==> src/design/tsv_pkg.sv <==
// ----------------------------------------------------------------------------
// tsv_pkg
// shared types and constants of the triple sensor voter
// ----------------------------------------------------------------------------
package tsv_pkg;

    localparam int VOTE_BITS   = 10;
    localparam int COUNT_BITS  = 2;
    localparam int LIMIT_BITS  = 10;
    localparam int SPREAD_BITS = 17;
    localparam int APB_DATA_BITS = 32;
    localparam int APB_ADDR_BITS = 3;

    localparam logic [LIMIT_BITS-1:0]  LIMIT_RESET   = 10'd50;
    localparam logic [7:0]             NO_GOOD_VALUE = 8'hFF;
    localparam logic [6:0]             PERCENT       = 7'd100;
    localparam logic [SPREAD_BITS-1:0] SPREAD_MAX    = 17'h1FFFF;
    localparam logic [1:0]             GOOD_ALL      = 2'd3;

    // register index taken from paddr word bit
    localparam logic REG_JUMP_LIMIT = 1'b0;

    typedef struct packed {
        logic load_in;
        logic prep;
        logic div_step;
        logic out_load;
    } tsv_cmd_t;

    typedef struct packed {
        logic div_last;
    } tsv_sts_t;

endpackage

==> src/design/triple_sensor_vote_with_jump_check.sv <==
// ----------------------------------------------------------------------------
// triple_sensor_vote_with_jump_check
// votes three redundant pressure samples with a per-sensor jump check
// sequence per set: evaluate, SAMPLE_BITS + 7 radix-2 divider steps and
// output load, which waits until the output register is free
// a new set is accepted only in idle, after the previous result has been
// loaded into the output register
// reset clears the previous samples, the first set is never flagged,
// and jump_limit returns to 50
// ----------------------------------------------------------------------------
module triple_sensor_vote_with_jump_check #(
    parameter int SAMPLE_BITS = 10
) (
    input  logic                                 aclk,
    input  logic                                 aresetn,
    input  logic                                 s_valid,
    output logic                                 s_ready,
    input  logic [SAMPLE_BITS-1:0]               s_sample_a,
    input  logic [SAMPLE_BITS-1:0]               s_sample_b,
    input  logic [SAMPLE_BITS-1:0]               s_sample_c,
    output logic                                 m_valid,
    input  logic                                 m_ready,
    output logic [tsv_pkg::VOTE_BITS-1:0]        m_voted_value,
    output logic [tsv_pkg::COUNT_BITS-1:0]       m_good_count,
    output logic                                 m_jump_a,
    output logic                                 m_jump_b,
    output logic                                 m_jump_c,
    output logic                                 m_depth_alarm,
    output logic [tsv_pkg::SPREAD_BITS-1:0]      m_spread_percent,
    output logic                                 m_spread_invalid,
    input  logic                                 psel,
    input  logic                                 penable,
    input  logic                                 pwrite,
    input  logic [tsv_pkg::APB_ADDR_BITS-1:0]    paddr,
    input  logic [tsv_pkg::APB_DATA_BITS-1:0]    pwdata,
    output logic [tsv_pkg::APB_DATA_BITS-1:0]    prdata,
    output logic                                 pready
);

    tsv_pkg::tsv_cmd_t cmd;
    tsv_pkg::tsv_sts_t sts;

    logic [tsv_pkg::LIMIT_BITS-1:0] jump_limit_reg;
    logic                           reg_sel;

    // word index of the register
    assign reg_sel = paddr[2];
    assign pready  = 1'b1;

    always_ff @(posedge aclk) begin
        if (!aresetn) begin
            jump_limit_reg <= tsv_pkg::LIMIT_RESET;
        end else if (psel && penable && pwrite && (reg_sel == tsv_pkg::REG_JUMP_LIMIT)) begin
            jump_limit_reg <= pwdata[tsv_pkg::LIMIT_BITS-1:0];
        end
    end

    always_comb begin
        if (reg_sel == tsv_pkg::REG_JUMP_LIMIT) begin
            prdata = tsv_pkg::APB_DATA_BITS'(jump_limit_reg);
        end else begin
            prdata = '0;
        end
    end

    tsv_ctrl u_ctrl (
        .aclk    (aclk),
        .aresetn (aresetn),
        .s_valid (s_valid),
        .s_ready (s_ready),
        .m_valid (m_valid),
        .m_ready (m_ready),
        .sts     (sts),
        .cmd     (cmd)
    );

    tsv_datapath #(
        .SAMPLE_BITS (SAMPLE_BITS)
    ) u_datapath (
        .aclk             (aclk),
        .aresetn          (aresetn),
        .cmd              (cmd),
        .sts              (sts),
        .s_sample_a       (s_sample_a),
        .s_sample_b       (s_sample_b),
        .s_sample_c       (s_sample_c),
        .jump_limit       (jump_limit_reg),
        .m_voted_value    (m_voted_value),
        .m_good_count     (m_good_count),
        .m_jump_a         (m_jump_a),
        .m_jump_b         (m_jump_b),
        .m_jump_c         (m_jump_c),
        .m_depth_alarm    (m_depth_alarm),
        .m_spread_percent (m_spread_percent),
        .m_spread_invalid (m_spread_invalid)
    );

endmodule

==> src/design/tsv_ctrl.sv <==
// ----------------------------------------------------------------------------
// tsv_ctrl
// sequencer for one sample set: load, evaluate, divide, hand over result
// ----------------------------------------------------------------------------
module tsv_ctrl (
    input  logic              aclk,
    input  logic              aresetn,
    input  logic              s_valid,
    output logic              s_ready,
    output logic              m_valid,
    input  logic              m_ready,
    input  tsv_pkg::tsv_sts_t sts,
    output tsv_pkg::tsv_cmd_t cmd
);

    typedef enum logic [1:0] {
        ST_IDLE,
        ST_PREP,
        ST_DIV,
        ST_FINISH
    } state_t;

    state_t state_reg, state_next;
    logic   m_valid_reg, m_valid_next;
    logic   out_free;

    assign out_free = !m_valid_reg || m_ready;
    assign s_ready  = (state_reg == ST_IDLE);
    assign m_valid  = m_valid_reg;

    always_comb begin
        state_next   = state_reg;
        cmd          = '0;
        m_valid_next = m_valid_reg && !m_ready;
        unique case (state_reg)
            ST_IDLE: begin
                if (s_valid) begin
                    cmd.load_in = 1'b1;
                    state_next  = ST_PREP;
                end
            end
            ST_PREP: begin
                cmd.prep   = 1'b1;
                state_next = ST_DIV;
            end
            ST_DIV: begin
                cmd.div_step = 1'b1;
                if (sts.div_last) begin
                    state_next = ST_FINISH;
                end
            end
            ST_FINISH: begin
                // wait until the output register is free
                if (out_free) begin
                    cmd.out_load = 1'b1;
                    m_valid_next = 1'b1;
                    state_next   = ST_IDLE;
                end
            end
            default: begin
                state_next = ST_IDLE;
            end
        endcase
    end

    always_ff @(posedge aclk) begin
        if (!aresetn) begin
            state_reg   <= ST_IDLE;
            m_valid_reg <= 1'b0;
        end else begin
            state_reg   <= state_next;
            m_valid_reg <= m_valid_next;
        end
    end

endmodule

==> src/design/tsv_datapath.sv <==
// ----------------------------------------------------------------------------
// tsv_datapath
// jump check, vote, min/max and radix-2 restoring divider for the spread
// ----------------------------------------------------------------------------
module tsv_datapath #(
    parameter int SAMPLE_BITS = 10
) (
    input  logic                                aclk,
    input  logic                                aresetn,
    input  tsv_pkg::tsv_cmd_t                   cmd,
    output tsv_pkg::tsv_sts_t                   sts,
    input  logic [SAMPLE_BITS-1:0]              s_sample_a,
    input  logic [SAMPLE_BITS-1:0]              s_sample_b,
    input  logic [SAMPLE_BITS-1:0]              s_sample_c,
    input  logic [tsv_pkg::LIMIT_BITS-1:0]      jump_limit,
    output logic [tsv_pkg::VOTE_BITS-1:0]       m_voted_value,
    output logic [tsv_pkg::COUNT_BITS-1:0]      m_good_count,
    output logic                                m_jump_a,
    output logic                                m_jump_b,
    output logic                                m_jump_c,
    output logic                                m_depth_alarm,
    output logic [tsv_pkg::SPREAD_BITS-1:0]     m_spread_percent,
    output logic                                m_spread_invalid
);

    localparam int SB   = SAMPLE_BITS;
    // 100 * (max - min) fits in SB + 7 bits
    localparam int NW   = SB + 7;
    localparam int CW   = (SB > tsv_pkg::LIMIT_BITS) ? SB : tsv_pkg::LIMIT_BITS;
    localparam int QW   = (NW > tsv_pkg::SPREAD_BITS) ? NW : tsv_pkg::SPREAD_BITS;
    localparam int CNTW = $clog2(NW);

    logic [SB-1:0]   a_reg, b_reg, c_reg;
    logic [SB-1:0]   prev_a_reg, prev_b_reg, prev_c_reg;
    logic            have_prev_reg;
    logic            ja_reg, jb_reg, jc_reg;
    logic [SB-1:0]   voted_reg;
    logic [SB-1:0]   lo_reg;
    logic            invalid_reg;
    logic [NW-1:0]   num_reg;
    logic [SB:0]     rem_reg;
    logic [CNTW-1:0] cnt_reg;

    // evaluation of the loaded set
    logic [SB-1:0] diff_a, diff_b, diff_c;
    logic          ja, jb, jc;
    logic [SB-1:0] mn_ab, mx_ab, median, lo, hi;
    logic [SB:0]   sum_ab, sum_ac, sum_bc;
    logic [SB-1:0] voted;
    logic [NW-1:0] spread_num;

    always_comb begin
        diff_a = (a_reg > prev_a_reg) ? a_reg - prev_a_reg : prev_a_reg - a_reg;
        diff_b = (b_reg > prev_b_reg) ? b_reg - prev_b_reg : prev_b_reg - b_reg;
        diff_c = (c_reg > prev_c_reg) ? c_reg - prev_c_reg : prev_c_reg - c_reg;
        ja = have_prev_reg && (CW'(diff_a) > CW'(jump_limit));
        jb = have_prev_reg && (CW'(diff_b) > CW'(jump_limit));
        jc = have_prev_reg && (CW'(diff_c) > CW'(jump_limit));

        mn_ab  = (a_reg < b_reg) ? a_reg : b_reg;
        mx_ab  = (a_reg > b_reg) ? a_reg : b_reg;
        median = (mx_ab < c_reg) ? mx_ab : c_reg;
        if (mn_ab > median) begin
            median = mn_ab;
        end
        lo = (mn_ab < c_reg) ? mn_ab : c_reg;
        hi = (mx_ab > c_reg) ? mx_ab : c_reg;

        sum_ab = {1'b0, a_reg} + {1'b0, b_reg};
        sum_ac = {1'b0, a_reg} + {1'b0, c_reg};
        sum_bc = {1'b0, b_reg} + {1'b0, c_reg};

        case ({ja, jb, jc})
            3'b000:  voted = median;
            3'b100:  voted = sum_bc[SB:1];
            3'b010:  voted = sum_ac[SB:1];
            3'b001:  voted = sum_ab[SB:1];
            3'b011:  voted = a_reg;
            3'b101:  voted = b_reg;
            3'b110:  voted = c_reg;
            default: voted = SB'(tsv_pkg::NO_GOOD_VALUE);
        endcase

        spread_num = NW'(hi - lo) * NW'(tsv_pkg::PERCENT);
    end

    // one quotient bit per step, quotient shifts into num_reg
    logic [SB:0] rem_shift;
    logic        q_bit;
    logic [SB:0] rem_sub;

    always_comb begin
        rem_shift = {rem_reg[SB-1:0], num_reg[NW-1]};
        q_bit     = (rem_shift >= {1'b0, lo_reg});
        rem_sub   = rem_shift - {1'b0, lo_reg};
    end

    assign sts.div_last = (cnt_reg == '0);

    always_ff @(posedge aclk) begin
        if (!aresetn) begin
            prev_a_reg    <= '0;
            prev_b_reg    <= '0;
            prev_c_reg    <= '0;
            have_prev_reg <= 1'b0;
        end else if (cmd.prep) begin
            prev_a_reg    <= a_reg;
            prev_b_reg    <= b_reg;
            prev_c_reg    <= c_reg;
            have_prev_reg <= 1'b1;
        end
    end

    always_ff @(posedge aclk) begin
        if (cmd.load_in) begin
            a_reg <= s_sample_a;
            b_reg <= s_sample_b;
            c_reg <= s_sample_c;
        end
        if (cmd.prep) begin
            ja_reg      <= ja;
            jb_reg      <= jb;
            jc_reg      <= jc;
            voted_reg   <= voted;
            lo_reg      <= lo;
            invalid_reg <= (lo == '0);
            num_reg     <= spread_num;
            rem_reg     <= '0;
            cnt_reg     <= CNTW'(NW - 1);
        end else if (cmd.div_step) begin
            rem_reg <= q_bit ? rem_sub : rem_shift;
            num_reg <= {num_reg[NW-2:0], q_bit};
            cnt_reg <= cnt_reg - 1'b1;
        end
    end

    // output register
    logic [QW-1:0] quot_ext;
    logic [tsv_pkg::SPREAD_BITS-1:0] spread_sat;

    always_comb begin
        quot_ext = QW'(num_reg);
        if (invalid_reg) begin
            spread_sat = '0;
        end else if (quot_ext > QW'(tsv_pkg::SPREAD_MAX)) begin
            spread_sat = tsv_pkg::SPREAD_MAX;
        end else begin
            spread_sat = tsv_pkg::SPREAD_BITS'(quot_ext);
        end
    end

    always_ff @(posedge aclk) begin
        if (cmd.out_load) begin
            m_voted_value    <= tsv_pkg::VOTE_BITS'(voted_reg);
            m_good_count     <= tsv_pkg::GOOD_ALL - (tsv_pkg::COUNT_BITS'(ja_reg)
                                + tsv_pkg::COUNT_BITS'(jb_reg)
                                + tsv_pkg::COUNT_BITS'(jc_reg));
            m_jump_a         <= ja_reg;
            m_jump_b         <= jb_reg;
            m_jump_c         <= jc_reg;
            m_depth_alarm    <= ja_reg | jb_reg | jc_reg;
            m_spread_percent <= spread_sat;
            m_spread_invalid <= invalid_reg;
        end
    end

endmodule
==> config.mk <==
export PLATFORM = sky130hd
export DESIGN_NAME = triple_sensor_vote_with_jump_check
export DESIGN_NICKNAME = d
export VERILOG_FILES = /design/src/design/tsv_pkg.sv /design/src/design/triple_sensor_vote_with_jump_check.sv /design/src/design/tsv_ctrl.sv /design/src/design/tsv_datapath.sv
export SDC_FILE = /design/constraint.sdc
export NUM_CORES = 1
export LEC_CHECK = 0
export ABC_CLOCK_PERIOD_IN_PS = 8000
export BUFFER_PORTS_ARGS = -buffer_cell sky130_fd_sc_hd__buf_4
export CORE_MARGIN = 8
export CORE_UTILIZATION = 45
export DETAILED_ROUTE_END_ITERATION = 16
export HOLD_SLACK_MARGIN = 0.1
export PLACE_DENSITY_LB_ADDON = 0.25
export SETUP_SLACK_MARGIN = 0.2
export SLEW_MARGIN = 25
export SYNTH_ARGS = -nofsm -noshare
export SYNTH_HDL_FRONTEND = slang
export SYNTH_SLANG_ARGS = --single-unit
==> constraint.sdc <==
create_clock -name aclk -period 8 [get_ports aclk]
set_input_delay 0.4 -clock aclk [delete_from_list [all_inputs] [get_ports aclk]]
set_output_delay 0.4 -clock aclk [all_outputs]
set_load 0.01 [all_outputs]
## After elaboration in Yosys (flattened, before gate mapping)

Index checks and enable logic that the tools add are counted.

| word-level totals | value |
|---|---|
| memory bits (writable) | 0 |
| latch bits | 0 |
| input port bits | 72 |
| memory bits (read-only) | 0 |
| memories kept | 0 |
| bits in registers | 164 |

| cells by class | value |
|---|---|
| $add $sub $neg | 15 |
| multiplexer cells | 27 |
| reductions and logical operators | 16 |
| shifts and indexed selects | 0 |
| divide/modulo/power cells | 0 |
| bitwise gates (word level) | 3 |
| multipliers | 1 |
| equality and inequality tests | 12 |
| magnitude comparators | 14 |

Operators with widths:

| operator | count |
|---|---|
| two-way mux 10 bit | 11 |
| > comparator 10 bit | 9 |
| case mux 10 bit (7 select lines) | 1 |
| subtractor 10 bit | 7 |
| two-way mux 17 bit | 3 |
| adder 10 x 10 -> 11 bit | 3 |
| less-than comparator 10 bit | 3 |
| > comparator 17 bit (second input constant) | 1 |
| multiplier 17 x 5 -> 15 bit (second input constant) | 1 |
| greater-or-equal comparator 11 x 10 -> 1 bit | 1 |
| subtractor 10 x 10 -> 11 bit | 1 |
| zero test 10 bit | 1 |
| equality test 3 bit (second input constant) | 3 |
| two-way mux 1 bit | 8 |
| case mux 2 bit (4 select lines) | 1 |
| logical AND 1 bit | 7 |
| equality test 3 x 2 -> 1 bit (second input constant) | 2 |
| two-way mux 2 bit | 3 |
| zero test 5 bit | 1 |
| subtractor 5 x 1 -> 5 bit (second input constant) | 1 |
| equality test 2 bit (second input constant) | 2 |
| inequality test 2 bit (second input constant) | 2 |
| equality test 3 x 1 -> 1 bit (second input constant) | 1 |
| zero test 3 bit | 1 |
| other kinds (12) | 14 |

## Logic depth before layout (Yosys ltp)

Gate-level depths: netlist of the first run.

| depth | value |
|---|---|
| depth after elaboration | 7 |
| depth in mapped cells | 46 |
| gate-level depth less buffers | 43 |

## By module

From an unflattened synthesis of the first run, not the netlist that was laid out.

| unflattened totals | value |
|---|---|
| cells, all modules | 1522 |
| area, all modules | 14154.8 um^2 |

By module, submodules not included:

| module | instances | seq. area each (um^2) | area each (um^2) | cells an instance |
|---|---|---|---|---|
| tsv_datapath | 1 | 4053.9 | 13281.5 | 1420 |
| triple_sensor_vote_with_jump_check | 1 | 200.2 | 665.6 | 80 |
| tsv_ctrl | 1 | 60.1 | 207.7 | 22 |

## Worst setup path before layout of the first run

OpenSTA, ideal clock, no wires.

| timing | value |
|---|---|
| path type | reg-to-reg |
| from | register u_datapath.b_reg[1] |
| to | register u_datapath.num_reg[16], data pin |
| required time | 7.744 ns |
| setup slack | -0.352 ns |
| stages on the path, launching flop included | 41 |
| arrival | 8.095 ns |
| setup time | 0.256 ns |
| buffers on the path | 3 |
| cells stage by stage | edfxtp_1 -> inv_1 -> ha_1 -> nor2b_1 -> o21a_1 -> o21a_1 -> o21bai_1 -> a31oi_1 -> and2_1 -> buf_2 -> o21ai_0 -> ha_1 -> nor2b_1 -> o21a_1 -> o21a_1 -> o21ai_0 -> and3_1 -> o31ai_1 -> (+5 left out) -> ha_1 -> inv_1 -> fa_1 -> nand2_1 -> nand2_1 -> a21oi_1 -> o21ai_0 -> a21oi_1 -> o21bai_1 -> a21oi_1 -> o21ai_0 -> fa_1 -> fa_1 -> inv_1 -> ha_1 -> a21oi_1 -> xnor3_1 -> a22o_1 |

| on the way | value |
|---|---|
| word-level cells in the longest chain between the ends | 7 |
| elaborated cells between the ends (all ways) | 11 |

RTL lines:

| what | RTL line | RTL |
|---|---|---|
| start: declaration | tsv_datapath.sv:33 | `logic [SB-1:0] a_reg, b_reg, c_reg;` |
| start signal: assignment | tsv_datapath.sv:117 | `b_reg <= s_sample_b;` |
| > comparator 10 bit / less-than comparator 10 bit (equally long branches) | tsv_datapath.sv:61, tsv_datapath.sv:60 |  |
| two-way mux 10 bit (on tied branches) | tsv_datapath.sv:61, tsv_datapath.sv:60 |  |
| > comparator 10 bit / less-than comparator 10 bit (equally long branches) | tsv_datapath.sv:67, tsv_datapath.sv:66 |  |
| two-way mux 10 bit (on tied branches) | tsv_datapath.sv:67, tsv_datapath.sv:66 |  |
| subtractor 10 x 10 -> 11 bit (*) | tsv_datapath.sv:84 | `spread_num = NW'(hi - lo) * NW'(tsv_pkg::PERCENT);` |
| multiplier 17 x 5 -> 15 bit (*) | tsv_datapath.sv:84 |  |
| two-way mux 17 bit (*) | tsv_datapath.sv:120 | `if (cmd.prep) begin` |
| end signal: assignment | tsv_datapath.sv:127 | `num_reg <= spread_num;` |
| end signal: assignment | tsv_datapath.sv:132 | `num_reg <= {num_reg[NW-2:0], q_bit};` |
| end: declaration | tsv_datapath.sv:40 | `logic [NW-1:0] num_reg;` |

Mark *: on every way between the ends. The rest lies on a longest branch, timed or not.
A chain may end at the register's enable or synchronous reset.

## Final worst setup path of the first run

Same ends and word-level chain as after synthesis.

==> flow_metrics.tcl, run 1 <==
set metrics [dict create \
    yosysTopAreaCell "edfxtp_1" \
    die_y_um 191.0 \
    ys_warn_count 0 \
    final_nets 1982 \
    async_flop_share_pct 0 \
    drc 0 \
    met3_usage_pct 3.867 \
    start_util_pct 45.39 \
    wl_per_cell_um 18.04 \
    syn_to_final_growth_pct 21.68 \
    crit_slowest_cell "fa_1" \
    antenna_found_initial 0 \
    timing.slew.headroom_pct 40.90 \
    cp-end-kind "flop" \
    dieArea_mm2 0.03646 \
    fin_skew_ps 8.896 \
    use_met1_pct 24.65 \
    hold_viol_final 0 \
    multiInputGateArea_mm2 0.009015 \
    synth-main-ff-cell "edfxtp_1" \
    synth.yosys.seq_area_share_pct 31.32 \
    synth-seq-cells 164 \
    insertion_delay_ps 450 \
    ff_latch_area_mm2 0.004314 \
    reg2reg_slack_ps 280 \
    yosysTopAreaCellShare_pct 22.45 \
    rows 64 \
    core-area_mm2 0.03035 \
    ys_top_cells_by_area "edfxtp_1 (22%), ha_1 (18%), dfxtp_1 (8.9%), mux2i_1 (5.2%), inv_1 (4.4%)" \
    min_path_type "input port to flop" \
    post-dp-hpwl_mm 29.31 \
    dieWidth_um 191.0 \
    critPathMaxStageDelay_ps 500 \
    startpoint_type "flop" \
    rsz0062_at_grt "true" \
    drt_iter0_drc 555 \
    hold_depth 1 \
    synth_cell_types 74 \
    grtUsageTotal_pct 20.77 \
    maxCapViolCount 0 \
    worstHoldStart "s_sample_c[4]" \
    grt_pass1_vias 11354 \
    period_needed_ps 7724 \
    routed_via_density 5.350 \
    cts_tree "built" \
    final-setup-viol-count 0 \
    slew_violations 0 \
    timing.final.crit_share_pct 96.55 \
    drive_gt1_share_pct 20.61 \
    finalSetupTns_ps 0 \
    crit_type "flop to flop" \
    numCtsBuffers 17 \
    netlist_area_mm2 0.01377 \
    r2r_cells 40 \
    critical_path_required_ps 8210 \
    htreeDepth 4 \
    ant_nets 0 \
    rr_endpoint "u_datapath.num_reg[16]" \
    reg2reg_from "u_datapath.b_reg[1]" \
    synth.avg_cell_area_um2 9.171 \
    arrival_ps 7930 \
    fin_util_pct 55.23 \
    cts_root_buffer "clkbuf_16" \
    drt_pass1_iterations 5 \
    n_antenna_cell 0 \
    cts.sinks 164 \
    fillCellCount 2758 \
    status "finished clean" \
    worst_pin_slew_ps 885.2 \
    max_freq_ghz 0.1295 \
    use_met2_pct 36.03 \
    top_usage_layer "met2" \
    grt_max_degree 42 \
    holdPathEnd "u_datapath.c_reg[4]" \
    routed_wl_mm 37.86 \
    clk_pin_slew_worst_paths_ps 70 \
    io_buffers 93 \
    gp_congestion 0.9383 \
    grt_pass1_wl_mm 59.53 \
    io_pins 141 \
    clockBufferDepth 2 \
    synthCells 1502 \
    overflow 0 \
    cp_max_fo 8 \
    synth_edf_count 103 \
    vias 11229 \
]
worst max-delay path by stage:
stage,from,to,depth (start not counted)
final,u_datapath.b_reg[1],u_datapath.num_reg[16],40
after CTS,u_datapath.b_reg[1],u_datapath.num_reg[16],42
after global routing,u_datapath.a_reg[1],u_datapath.num_reg[15],37
after floorplan,u_datapath.b_reg[1],u_datapath.num_reg[16],43
after global placement,u_datapath.b_reg[1],u_datapath.num_reg[16],42
after detailed placement,u_datapath.b_reg[1],u_datapath.num_reg[16],41
final cells by class:
cell class / count / area share, %
Clock buffer: 17 / 2.538
Clock inverter: 15 / 1.008
Inverter: 163 / 3.650
Multi-Input combinational cell: 1124 / 53.78
Sequential cell: 164 / 25.74
Tap cell: 396 / 2.956
Timing Repair Buffer: 220 / 10.32
critical path, delay by kind of cell (launching register included):
| kind | cells | cell delay [ps] |
|---|---|---|
| simple gates | 6 | 830 |
| buf+inv | 7 | 600 |
| flops | 1 | 430 |
| fa+ha+maj | 8 | 2310 |
| compound gates | 17 | 2980 |
| xor+xnor | 2 | 330 |
repair_timing:
action,CTS,global route
setup endpoints to repair,4,7
pin swaps,3,63
gates cloned,1,0
endpoints found under the hold margin,14,0
gates resized for setup,14,73
buffers inserted,6,20
hold buffers,14,0
cell usage in the layout, fill, tap and decap left out, types with 8 or more instances in the layout:
| cell | synthesis | final |
|---|---|---|
| a21oi_1 | 90 | 74 |
| nor3_1 | 13 | 12 |
| o21ai_2 | 1 | 8 |
| inv_2 | 0 | 14 |
| dfxtp_1 | 61 | 61 |
| o21a_1 | 19 | 19 |
| nand3_1 | 16 | 15 |
| ha_1 | 200 | 182 |
| clkbuf_16 | 0 | 17 |
| o21ai_0 | 97 | 81 |
| a211oi_1 | 14 | 14 |
| a21oi_2 | 2 | 18 |
| xor2_1 | 22 | 22 |
| o211ai_1 | 9 | 9 |
| fa_1 | 20 | 19 |
| o21ai_1 | 3 | 12 |
| a21o_1 | 45 | 45 |
| nand4_1 | 19 | 19 |
| nand2_1 | 111 | 110 |
| buf_4 | 24 | 197 |
| nand2b_1 | 13 | 13 |
| mux2_2 | 14 | 14 |
| ha_4 | 0 | 14 |
| o21bai_1 | 21 | 20 |
| mux2i_1 | 71 | 66 |
| o221ai_1 | 8 | 8 |
| xnor2_1 | 43 | 36 |
| conb_1 | 2 | 23 |
| nor2b_1 | 41 | 38 |
| edfxtp_1 | 103 | 103 |
| or3_1 | 8 | 8 |
| inv_1 | 163 | 149 |
| nor2_1 | 107 | 103 |
| dlygate4sd3_1 | 0 | 14 |
kinds of logic after synthesis:
group	count (synthesis)	share of synthesized area [%]
xor+xnor	66	4.296
buf+inv	235	7.176
mux	86	6.404
flops	164	31.32
compound gates	375	17.59
fa+ha+maj	220	21.07
simple gates	354	12.08
other cells	2	0.05452
cell usage after synthesis (all sizes together), types with 20 or more instances:
cell and n:
fa 20, o21ai 101, clkbuf 33, a21o 46, nor2b 41, nor2 107, o21bai 21, buf 39
edfxtp 103, nand2 111, mux2i 72, a21oi 92, dfxtp 61, inv 163, ha 200, xor2 22
xnor2 43
routing by layer:
layer | wire (um) | share of wire (%) | vias to the layer above
li1 | - | - | 5640
met1 | 16320 | 43 | 5265
met2 | 18420 | 49 | 263
met3 | 1597 | 4.2 | 61
met4 | 1528 | 4.0 | 0
met5 | 0 | 0 | -
metrics by stage:
stage,instance area [um2],hold WS (ps),std cells,worst slack (ps)
finish,16760,129.2,2099,275.7
global route,16760,106.1,2099,-118.3
CTS,16240,100.2,2078,213.8
detailed placement,15410,404.5,2025,-232.7
global placement,15410,405.0,2025,-75.88
floorplan,13950,400.3,1523,200.2
Power of run 1 is not shown: default switching activity piles up to over one toggle a cycle in this logic, so the estimate is an artifact.
==> run 2: changes to the inputs <==
- BUFFER_PORTS_ARGS: -buffer_cell sky130_fd_sc_hd__buf_4 -> unset
- DONT_BUFFER_PORTS: unset -> 1
==> flow_metrics.tcl, run 2 (same netlist as run 1, synthesis figures left out) <==
set metrics [dict create \
    status "finished clean" \
    fin_util_pct 54.92 \
    critical_path_required_ps 8200 \
    finalInstanceArea_mm2 0.01667 \
    ant_nets 0 \
    dieArea_mm2 0.03646 \
    drt_iter0_drc 590 \
    timing.slew.headroom_pct 44.53 \
    io_pins 141 \
    routed_wl_mm 39.30 \
    period_needed_ps 7875 \
    numCtsBuffers 17 \
    syn_to_final_growth_pct 21.00 \
    rr_endpoint "u_datapath.num_reg[16]" \
    grt_pass1_vias 11409 \
    critPathTopFamily "compound AO/OA/AOI/OAI gates" \
    r2r_cells 42 \
    gp_congestion 0.9503 \
    holdPathEnd "u_ctrl.m_valid" \
    core-area_mm2 0.03035 \
    hold_viol_final 0 \
    layout_common_cells "ha_1 (182), inv_1 (157), nand2_1 (109)" \
    n_antenna_cell 0 \
    routed_via_density 5.529 \
    io_buffers 0 \
    drc 0 \
    postPlaceCellArea_mm2 0.01468 \
    vias 11374 \
    cts.sinks 164 \
    overflow 0 \
    final-setup-viol-count 0 \
    reg2reg_from "u_datapath.b_reg[1]" \
    fin_skew_ps 17.42 \
    hold_depth 3 \
    grt_max_degree 52 \
    antenna_found_initial 0 \
    wl_per_cell_um 19.10 \
    dieWidth_um 191.0 \
    cp_max_fo 7 \
    slew_violations 0 \
    arrival_ps 8080 \
    rsz0062_at_grt "true" \
    drt_pass1_iterations 5 \
    fillCellCount 2680 \
    timing.final.crit_share_pct 98.43 \
    rows 64 \
    drive_gt1_share_pct 16.26 \
    grtUsageTotal_pct 21.28 \
    worst_pin_slew_ps 832.1 \
    final_nets 1940 \
    reg2reg_slack_ps 130 \
    crit_type "flop to flop" \
    start_util_pct 45.39 \
    cts_tree "built" \
    max_freq_ghz 0.1270 \
    final_cells 2057 \
    critPathMaxStageDelay_ps 420 \
    worstHoldStart "m_ready" \
    maxCapViolCount 0 \
    cp_num_cells 42 \
    path_buf_inv 4 \
    dp.cells 1926 \
    grt_pass1_wl_mm 60.89 \
    layout_commonest_cell "ha_1" \
    crit_slowest_cell "edfxtp_1" \
    min_path_type "input port to flop" \
    clk_pin_slew_worst_paths_ps 70 \
    cp-end-kind "flop" \
    insertion_delay_ps 460 \
    die_y_um 191.0 \
    htreeDepth 4 \
    cts_root_buffer "clkbuf_16" \
    startpoint_type "flop" \
    clockBufferDepth 2 \
    post-dp-hpwl_mm 28.59 \
]
==> run 2: how the worst max path moves through the flow <==
stage                   startpoint                     end  slack, ps
2_1_floorplan  u_datapath.b_reg[1]  u_datapath.num_reg[16]        200
3_3_place_gp   u_datapath.b_reg[1]  u_datapath.num_reg[16]         60
3_5_place_dp   u_datapath.a_reg[1]  u_datapath.num_reg[16]       -160
4_1_cts        u_datapath.b_reg[1]  u_datapath.num_reg[16]        190
5_1_grt        u_datapath.b_reg[1]  u_datapath.num_reg[16]       -180
6_report       u_datapath.b_reg[1]  u_datapath.num_reg[16]        130
==> run 2: area by class of cell <==
class                           count  area, um2  area share, %
Inverter                          163      611.8          3.671
Multi-Input combinational cell   1125       9020          54.12
Tap cell                          396      495.5          2.973
Clock buffer                       21      461.7          2.770
Clock inverter                     11      137.6         0.8258
Timing Repair Buffer              177       1627          9.759
Sequential cell                   164       4314          25.88
==> run 2: per-layer routing <==
layer,vias to the layer above,GRT usage [%],share of wire [%]
met4,0,8.502,3.3
met2,303,37.34,50
met3,69,3.630,4.8
met5,-,0,0
li1,5555,-,-
met1,5447,25.48,42
==> run 2: per-stage QoR <==
step | setup TNS (ps) | hold slack, ps | worst slack (ps)
after CTS | 0 | 173.8 | 192.9
final | 0 | 199.4 | 125.5
after detailed placement | -159.3 | 405.2 | -159.3
after global routing | -252.5 | 195.2 | -176.4
after global placement | 0 | 406.5 | 57.91
after floorplan | 0 | 400.3 | 200.2
==> run 2: what timing repair did <==
action / 4_1_cts / 5_1_grt
endpoints found under the hold margin: 40 / 0
buffers inserted: 46 / 8
pin swaps: 16 / 45
hold buffers: 41 / 0
setup endpoints to repair: 2 / 8
gates cloned: 2 / 1
resized for setup: 20 / 81
==> run 2: worst min-delay path, stage by stage <==
cell	delay [ps]
nor2b_1	70
nor2_1	100
nor2_1	40
Power of run 2 is left out for the same reason.
==> run 3: changes to the inputs <==
- ABC_CLOCK_PERIOD_IN_PS: 8000 -> 9900
- clock period: 8 -> 9.9 ns (I/O delays scaled with it)
==> flow_metrics.tcl, run 3 (same netlist as run 1, synthesis figures left out) <==
set metrics [dict create \
    cts.sinks 164 \
    period_needed_ps 8906 \
    layout_common_cells "ha_1 (198), inv_1 (162), nand2_1 (111)" \
    clockBufferDepth 2 \
    insertion_delay_ps 450 \
    overflow 0 \
    status "finished clean" \
    critical_path_required_ps 10100 \
    io_pins 141 \
    fin_ws_ps 994.0 \
    cts_root_buffer "clkbuf_16" \
    worst_pin_slew_ps 980.6 \
    critPathMaxStageDelay_ps 520 \
    arrival_ps 9100 \
    htreeDepth 4 \
    finalSetupTns_ps 0 \
    maxCapViolCount 0 \
    hold_viol_final 0 \
    drt_pass1_iterations 5 \
    rows 64 \
    ant_nets 0 \
    layout_commonest_cell "ha_1" \
    topRoutingLayerUsed "met4" \
    antenna_found_initial 0 \
    drc 0 \
    cp_max_fo 21 \
    wl_met1_mm 14.97 \
    startpoint_type "flop" \
    fillCellCount 2869 \
    cp-end-kind "flop" \
    slew_violations 0 \
    core-area_mm2 0.03035 \
    post-dp-hpwl_mm 27.20 \
    dp_slack_ps 762.2 \
    critPathTopFamily "compound AO/OA/AOI/OAI gates" \
    timing.slew.headroom_pct 34.49 \
    grt_pass1_vias 10664 \
    grtUsageTotal_pct 19.42 \
    gp_congestion 0.9016 \
    numCtsBuffers 17 \
    wl_met3_mm 1.940 \
    routed_via_density 5.607 \
    clk_pin_slew_worst_paths_ps 70 \
    vias 10653 \
    die_y_um 191.0 \
    multiInputGateArea_mm2 0.008601 \
    dieWidth_um 191.0 \
    final-setup-viol-count 0 \
    ff_latch_area_mm2 0.004314 \
    wl_per_cell_um 18.46 \
    drive_gt1_share_pct 5.988 \
    max_freq_ghz 0.1123 \
    start_util_pct 45.39 \
    routed_wl_mm 35.07 \
    dieArea_mm2 0.03646 \
    grt_max_degree 42 \
    io_buffers 0 \
    drt_iter0_drc 731 \
    grt_pass1_wl_mm 55.91 \
    min_path_type "input port to flop" \
    dr_wl_met2_mm 16.94 \
    crit_slowest_cell "edfxtp_1" \
    fin_skew_ps 6.777 \
    timing.final.crit_share_pct 89.96 \
    cts_tree "built" \
    cts_hold_buffers 0 \
    rsz0062_at_grt "false" \
    final_nets 1782 \
    crit_type "flop to flop" \
    path_buf_inv 7 \
    syn_to_final_growth_pct 7.167 \
]
[run 3: changes by cell type in the layout (fill, tap and decap cells not counted), moves of 5 or more]
cell	previous run	this run
ha_4	15	1
inv_1	157	162
o21ai_0	81	94
ha_1	182	198
inv_2	6	1
dlygate4sd3_1	41	0
buf_6	28	0
xnor2_1	38	43
a21oi_2	15	2
buf_4	103	19
a21oi_1	75	90
o21ai_2	7	1
o21ai_1	12	6
[run 3: area by class of cell]
| cell class | count | share of cell area [%] |
|---|---|---|
| sequential | 164 | 29.23 |
| inverter | 163 | 4.145 |
| tap | 396 | 3.356 |
| multi-input combinational | 1124 | 58.26 |
| timing repair buffer | 20 | 1.043 |
| antenna | 1 | 0.01695 |
| clock buffer | 20 | 3.246 |
| clock inverter | 12 | 0.7035 |
[run 3: repair_timing]
item,4_1_cts,5_1_grt
gates resized for setup,0,7
setup buffers,0,0
setup endpoints to repair,0,2
[run 3: worst reg2reg max path, delay by kind of cell, from the launching register on]
kind / cells / cell delay [ps]
AOI/OAI and AO/OA: 21 / 3430
xor gates and xnor gates: 2 / 540
muxes: 1 / 330
buffers and inverters: 7 / 1010
adders and majority gates: 7 / 2350
and+or+nand+nor: 5 / 480
DFF: 1 / 520
[run 3: routing by layer]
metal,track usage [%],up-vias
li1,-,5240
met1,23.09,5076
met2,33.32,271
met3,4.177,66
met4,8.413,0
met5,0,-
[run 3: metrics by stage]
stage | hold slack [ps] | util (%) | instance area (um2) | instances
after floorplan | 400.3 | - | 13850 | 1523
after global placement | 402.7 | 46.63 | 14150 | 1866
after detailed placement | 408.9 | 46.67 | 14160 | 1867
after CTS | 115.2 | 48.59 | 14750 | 1899
after global routing | 115.1 | 48.63 | 14760 | 1899
final | 137.8 | 48.64 | 14760 | 1900
[run 3: final timing paths]
check	depth (start not counted)	endpoint	slack [ps]	startpoint
worst min register to register	0	u_datapath.m_voted_value[6]	420	u_datapath.voted_reg[6]
worst max-delay path	43	u_datapath.num_reg[16]	990	u_datapath.b_reg[1]
worst min-delay path	1	jump_limit_reg[1]	140	aresetn
worst max register to register	43	u_datapath.num_reg[16]	990	u_datapath.b_reg[1]
Power of run 3 is left out for the same reason.
